## src/rtl/core/grid_to_cartesian_trilinear_defines.svh

```systemverilog
// Assertion macros shared by the grid-to-cartesian RTL.
// No dependencies.
`ifndef GRID_TO_CARTESIAN_TRILINEAR_DEFINES_SVH
`define GRID_TO_CARTESIAN_TRILINEAR_DEFINES_SVH
// Checks that a condition implies a consequence in the next cycle.
`define G2C_ASSERT_NEXT(lbl, clk, rst, cond, cons) \
  lbl: assert property (@(posedge clk) disable iff (rst) (cond) |=> (cons)) \
    else $error("g2c assertion failed");
// Checks that a condition implies a consequence in the same cycle.
`define G2C_ASSERT_NOW(lbl, clk, rst, cond, cons) \
  lbl: assert property (@(posedge clk) disable iff (rst) (cond) |-> (cons)) \
    else $error("g2c assertion failed");
`endif

```

## src/rtl/core/g2c_pkg.sv

```systemverilog
// Package for the grid-to-cartesian block: constants, commands, states, control structs.
// No dependencies.
package g2c_pkg;
  localparam int SEGMENTS_DEF = 64;
  localparam int GRID_R_DEF = 32;
  localparam int GRID_P_DEF = 16;
  localparam int GRID_Z_DEF = 32;
  localparam int BASIS_POINTS_DEF = 32768;
  localparam int FRACTION_BITS_DEF = 8;

  typedef enum logic [1:0] {
    CMD_LIMITS = 2'd0,
    CMD_CELL   = 2'd1,
    CMD_BASIS  = 2'd2,
    CMD_QUERY  = 2'd3
  } cmd_t;

  typedef enum logic [1:0] {
    OUT_INTERP   = 2'd0,
    OUT_NEAREST  = 2'd1,
    OUT_FAILED   = 2'd2
  } outcome_t;

  typedef enum logic [3:0] {
    ST_IDLE, ST_LIM, ST_SETUP, ST_CORNER, ST_CWAIT, ST_MOVE,
    ST_FRAC, ST_WMUL1, ST_WMUL2, ST_BREAD, ST_ACC, ST_FINISH,
    ST_NEAR, ST_NWAIT, ST_NBASIS, ST_DONE
  } state_t;

  typedef struct packed {
    logic write;      // perform a table write from the latched command
    logic capture;    // latch input item
    logic lim_read;   // read segment limits
    logic setup;      // range check and integer parts
    logic cell_read;  // read grid cell of current corner
    logic cell_check; // evaluate cell read for corner
    logic move;       // shift cell toward middle
    logic frac;       // compute fractions
    logic wmul1;      // fr*fp
    logic wmul2;      // *fz
    logic basis_read; // read basis of current corner
    logic acc;        // accumulate one coordinate
    logic finish;     // final rounding
    logic near_setup; // clamp to nearest point
    logic near_read;  // address basis memory with the nearest cell's entry
    logic near_basis; // read basis of nearest point
    logic clr_corner; // corner counter to zero
    logic inc_corner;
  } ctl_t;

  typedef struct packed {
    logic       is_write;
    logic       seg_bad;
    logic       range_ok;
    logic       cell_ok;
    logic       last_corner;
    logic       last_try;
    logic [1:0] coord;  // coordinate in accumulation
  } sts_t;
endpackage

```

## src/rtl/core/g2c_ctrl.sv

```systemverilog
// Controller state machine for the grid-to-cartesian block.
// Depends on g2c_pkg and the assertion macros header.
`include "grid_to_cartesian_trilinear_defines.svh"
module g2c_ctrl (
  input  logic          clk,
  input  logic          rst,
  input  logic          start,
  output logic          busy,
  output logic          done,
  output logic [1:0]    res_code,
  output g2c_pkg::ctl_t ctl,
  input  g2c_pkg::sts_t sts
);
  import g2c_pkg::*;

  state_t state, state_next;
  logic [1:0] code, code_next;

  always_ff @(posedge clk) begin
    if (rst) begin
      state <= ST_IDLE;
      code  <= OUT_INTERP;
    end else begin
      state <= state_next;
      code  <= code_next;
    end
  end

  always_comb begin
    state_next = state;
    code_next = code;
    unique case (state)
      ST_IDLE: if (start) state_next = ST_LIM;
      ST_LIM: begin
        if (sts.is_write) begin
          state_next = ST_DONE;
          code_next = OUT_INTERP;
        end else if (sts.seg_bad) begin
          state_next = ST_DONE;
          code_next = OUT_FAILED;
        end else state_next = ST_SETUP;
      end
      ST_SETUP: state_next = sts.range_ok ? ST_CORNER : ST_NEAR;
      ST_CORNER: state_next = ST_CWAIT;
      ST_CWAIT: begin
        if (!sts.cell_ok) state_next = sts.last_try ? ST_NEAR : ST_MOVE;
        else if (sts.last_corner) state_next = ST_FRAC;
        else state_next = ST_CORNER;
      end
      ST_MOVE: state_next = ST_CORNER;
      ST_FRAC: state_next = ST_WMUL1;
      ST_WMUL1: state_next = ST_WMUL2;
      ST_WMUL2: state_next = ST_BREAD;
      ST_BREAD: state_next = ST_ACC;
      ST_ACC: begin
        if (sts.coord == 2'd2)
          state_next = sts.last_corner ? ST_FINISH : ST_WMUL1;
      end
      ST_FINISH: begin
        state_next = ST_DONE;
        code_next = OUT_INTERP;
      end
      ST_NEAR: state_next = ST_NWAIT;
      ST_NWAIT: begin
        if (sts.cell_ok) state_next = ST_NBASIS;
        else begin
          state_next = ST_DONE;
          code_next = OUT_FAILED;
        end
      end
      ST_NBASIS: begin
        state_next = ST_DONE;
        code_next = OUT_NEAREST;
      end
      ST_DONE: state_next = ST_IDLE;
      default: state_next = ST_IDLE;
    endcase
  end

  always_comb begin
    ctl = '0;
    busy = (state != ST_IDLE);
    done = (state == ST_DONE);
    res_code = code;
    unique case (state)
      ST_IDLE: ctl.capture = start;
      ST_LIM: begin
        ctl.lim_read = 1'b1;
        ctl.write = sts.is_write;
      end
      ST_SETUP: begin
        ctl.setup = 1'b1;
        ctl.clr_corner = 1'b1;
      end
      ST_CORNER: ctl.cell_read = 1'b1;
      ST_CWAIT: begin
        ctl.cell_check = 1'b1;
        ctl.inc_corner = sts.cell_ok && !sts.last_corner;
        ctl.clr_corner = !sts.cell_ok || sts.last_corner;
      end
      ST_MOVE: ctl.move = 1'b1;
      ST_FRAC: ctl.frac = 1'b1;
      ST_WMUL1: ctl.wmul1 = 1'b1;
      ST_WMUL2: ctl.wmul2 = 1'b1;
      ST_BREAD: ctl.basis_read = 1'b1;
      ST_ACC: begin
        ctl.acc = 1'b1;
        ctl.inc_corner = (sts.coord == 2'd2) && !sts.last_corner;
      end
      ST_FINISH: ctl.finish = 1'b1;
      ST_NEAR: ctl.near_setup = 1'b1;
      ST_NWAIT: ctl.near_read = 1'b1;
      ST_NBASIS: ctl.near_basis = 1'b1;
      ST_DONE: ;
      default: ;
    endcase
  end

  `G2C_ASSERT_NEXT(a_start_busy, clk, rst, (start && !busy), busy)
  `G2C_ASSERT_NEXT(a_done_idle, clk, rst, done, !done && !busy)
  `G2C_ASSERT_NOW(a_write_code, clk, rst, (ctl.write), sts.is_write)
endmodule

```

## config.mk

```make
export PLATFORM = sky130hd
export DESIGN_NAME = g2c_ctrl
export DESIGN_NICKNAME = d
export VERILOG_FILES = /design/src/rtl/core/g2c_pkg.sv /design/src/rtl/core/g2c_ctrl.sv
export VERILOG_INCLUDE_DIRS = /design/src /design/src/rtl/core
export SDC_FILE = /design/constraint.sdc
export NUM_CORES = 1
export LEC_CHECK = 0
export BUFFER_PORTS_ARGS = -buffer_cell sky130_fd_sc_hd__buf_2
export CORE_MARGIN = 5
export CORE_UTILIZATION = 30
export CTS_CLUSTER_SIZE = 14
export DETAILED_ROUTE_END_ITERATION = 8
export SYNTH_ARGS = -nofsm -noshare
export SYNTH_HDL_FRONTEND = slang
export SYNTH_SLANG_ARGS = --single-unit
```

## constraint.sdc

```tcl
create_clock -name clk -period 3.31 [get_ports clk]
set_input_delay 0.8275 -clock clk [delete_from_list [all_inputs] [get_ports clk]]
set_output_delay 0.8275 -clock clk [all_outputs]
set_load 0.05 [all_outputs]
```

# Word-level counts from Yosys, hierarchy flattened
# Index checks and enable logic that the tools add are counted.
[word_totals]
regBits = 6
inputBits = 11
output_inout_bits = 22
wordCells = 66
[classes]
eq_ne = 20
mux = 33
n_reduce_logical = 11
[ops]
columns = ["cell", "n"]
rows = [
  ["4-bit case mux with 15 select lines", 1],
  ["4-bit == test (second input constant)", 8],
  ["4-bit 2-to-1 mux", 8],
  ["1-bit 2-to-1 mux", 17],
  ["4-bit by 3-bit == test with 1-bit output (second input constant)", 4],
  ["4-bit by 2-bit == test with 1-bit output (second input constant)", 2],
  ["2-bit case mux with 4 select lines", 1],
  ["4-bit nonzero test", 2],
  ["2-bit 2-to-1 mux", 3],
  ["2-bit inequality test (second input constant)", 3],
  ["4-bit by 1-bit == test with 1-bit output (second input constant)", 1],
  ["4-bit logical NOT", 1],
  ["1-bit case mux with 2 select lines", 2],
  ["3-bit 2-to-1 mux", 1],
  ["3-bit inequality test (second input constant)", 1],
  ["3-bit AND reduction", 1],
  ["2-bit == test (second input constant)", 1],
  ["1-bit logical AND", 2],
  ["1-bit logical NOT", 2],
  ["2-bit AND reduction", 1],
  ["2-bit OR reduction", 1],
  ["1-bit logical OR", 1],
]

# Longest topological paths before layout
[depth]
word_depth = 3
mapped_depth = 6
mapped_depth_nobuf = 4

# Worst setup path after synthesis
# OpenSTA, ideal clock, no wires.
[synth_timing]
path_type = "input-to-output"
start = "input sts[0] (netlist bit)"
end = "output ctl[0] (netlist bit)"
arrival_ps = 2496
required_time_ps = 2483
setup_slack_ps = -13
stages = 3
path_buffers = 0
path_cell_list = "inv_1 -> a2111oi_4 -> nor4_1"
[synth_rtl]
columns = ["item", "line", "rtl"]
rows = [
  ["start, declared", "g2c_ctrl.sv:12", "input g2c_pkg::sts_t sts"],
  ["end, declared", "g2c_ctrl.sv:11", "output g2c_pkg::ctl_t ctl,"],
]

==> results_dict.tcl <==
set metrics [dict create \
    diodes 0 \
    slew_violations 0 \
    cp.required_ns 2.48 \
    period_share 0.799 \
    syn_nets 108 \
    cts_tree "done" \
    die-area_sq_um 3340 \
    fp.dieH_um 57.8 \
    area_delta_synth_final_pct 30.1 \
    wl_per_cell_um 12.7 \
    layout_commonest_cell "buf_2" \
    vdd_ir_drop_max_mv 0.602 \
    pwr-share-clk 0.074 \
    critPathLaunchType "flop" \
    final_cell_mix "32 x buf_2, 14 x nor2_1, 9 x nor3_1" \
    setup_viol 0 \
    final_util 0.407 \
    place_congestion 0.869 \
    yosys_warnings 0 \
    track_usage 0.121 \
    synth-main-ff-cell "dfxtp_1" \
    yosysTopAreaCellShare 0.175 \
    initial_core_util 0.313 \
    routed_wirelength_um 1970 \
    synth_cell_type_count 35 \
    cts_max_level 1 \
    timing.fmax_mhz 378 \
    hold_buffers 0 \
    avgViaCountPerCell 5.09 \
    layout-drive-gt1-share 0.362 \
    ant_nets 0 \
    port_buffers 32 \
    numCtsBuffers 3 \
    num_rows 17 \
    fin_crit_ns 2.65 \
    drc 0 \
    p_leak_nw 0.394 \
    pin_count 33 \
    dr.pass1.iters 4 \
    cts_buffer_depth 2 \
    cts_setup_buffers 0 \
    synth_area_leaders "dfxtp_1 18%, nor2_1 7.7%, nor3_1 6.6%, buf_2 5.8%, a21oi_1 5.1%" \
    synth_area_sq_um 686 \
    grt.overflow.total 0 \
    setup_ws_ns 0.664 \
    clkLatencyLatePin_ns 0.24 \
    switching_share 0.624 \
    cpMaxStageDelayCell "dfxtp_1" \
    drt_iter0_markers 13 \
    hold_path_class "flop to flop" \
    worstPathArrival_ns 1.82 \
    pwr-share-comb 0.742 \
    crit_chain "nand2b_1 -> nor2_1 -> buf_2" \
    worst_pin_slew_ns 0.778 \
    yosys.area.top_type "dfxtp_1" \
    drv_cap 0 \
    slew_headroom 0.481 \
    path_class "flop to output pin" \
    worstHoldPathCells 2 \
    worst_clock_skew_ns 0.000227 \
    synth_cells 97 \
    die_x_um 57.8 \
    clockRootBuffer "clkbuf_4" \
    grt_max_degree 25 \
    synth_edf_count 0 \
    cts_resized 0 \
    status "finished clean" \
    coreArea_sq_um 2190 \
    grt_setup_unrepaired "false" \
    synthArstFlopShare 0 \
    cp_max_fo 20 \
    ys_ff_latch 6 \
    p_switching_mw 0.546 \
    critPathMaxStageDelay_ns 0.82 \
    place_hpwl_um 1490 \
    pre_cts_slack_ns 0.778 \
    cts_sinks 6 \
    ys_seq_area_frac 0.175 \
    via_count 789 \
    intPower_mw 0.329 \
    critPathCaptureType "output pin" \
    grt_pass1_wl_um 3290 \
    cts.clk_slew.worst_paths_ns 0.04 \
    nets 140 \
    cellPowerDensity_nw_per_um2 981 \
    first_global_vias 756 \
    syn_avg_cell_area_sq_um 7.07 \
    power_frac_seq 0.184 \
    hold_viol 0 \
    rr_worst_depth 4 \
    antenna_found_initial 0 \
    tns_ns 0 \
]
through the flow:
step / hold slack (ns) / total power [mW] / instance area, sq um / cells
floorplan: 0.657 / 0.679 / 692 / 97
finish: 0.598 / 0.875 / 892 / 155
global placement: 0.566 / 0.802 / 870 / 152
global route: 0.659 / 0.943 / 892 / 155
detailed placement: 0.590 / 0.807 / 870 / 152
CTS: 0.602 / 0.877 / 892 / 155
Yosys cell counts, types with 2 or more instances:
cell type / n
nor2_1: 14
nor3_1: 9
buf_2: 8
a21oi_1: 7
dfxtp_1: 6
inv_1: 6
nand2_1: 6
nand2b_1: 4
a31oi_1: 3
nor2b_1: 3
and2_1: 2
nor3b_1: 2
nor4_1: 2
o21ai_0: 2
o21ai_1: 2
or3b_1: 2
power groups by stage:
stage                     clock (mW)  sequential (mW)  combinational, mW
after detailed placement           0            0.159              0.648
after global placement             0            0.159              0.643
after global routing          0.0754            0.167              0.700
after floorplan                    0            0.137              0.542
after CTS                     0.0702            0.158              0.649
final                         0.0647            0.161              0.649
per-layer routing:
metal  GRT usage  vias to the layer above  part of all wire
met5           0                        -                 0
met4      0.0795                        0             0.011
met3      0.0334                        2             0.096
met2       0.171                       34              0.43
met1       0.159                      345              0.46
li1            -                      408                 -
sequential cells by signal (all words and copies together) (netlist names):
signal    cells
res_code      2
state         4
cell families (layout without fill, tap and decap cells):
kind of cell,Yosys count,in the layout,synth area share
xor gates and xnor gates,1,1,0.0128
muxes,2,2,0.0310
AOI/OAI and AO/OA,25,25,0.290
and+or+nand+nor,49,49,0.400
buffers and inverters,14,44,0.0912
DFF,6,6,0.175
area by class of cell:
class,instances,area [sq um]
flip-flops and latches,6,120
repair buffers,35,183
well taps,28,35.0
clock buffers,3,22.5
multi-input cells,77,509
fillers,229,1300
inverters,6,22.5
critical path: cells and delay by family, from the launching register on:
kind                   cells  cell delay (ns)
flip-flops                 1             0.82
AND/OR/NAND/NOR            2             0.46
buffers and inverters      1             0.30
path summary, 6_finish.rpt:
check                                  from           to  slack, ns
worst max-delay path               state[2]       ctl[2]       0.66
worst min-delay path            res_code[1]  res_code[1]       0.60
worst max register to register     state[2]     state[3]       1.40
worst min register to register  res_code[1]  res_code[1]       0.60
Note: power is estimated with default switching activity, not from simulation.
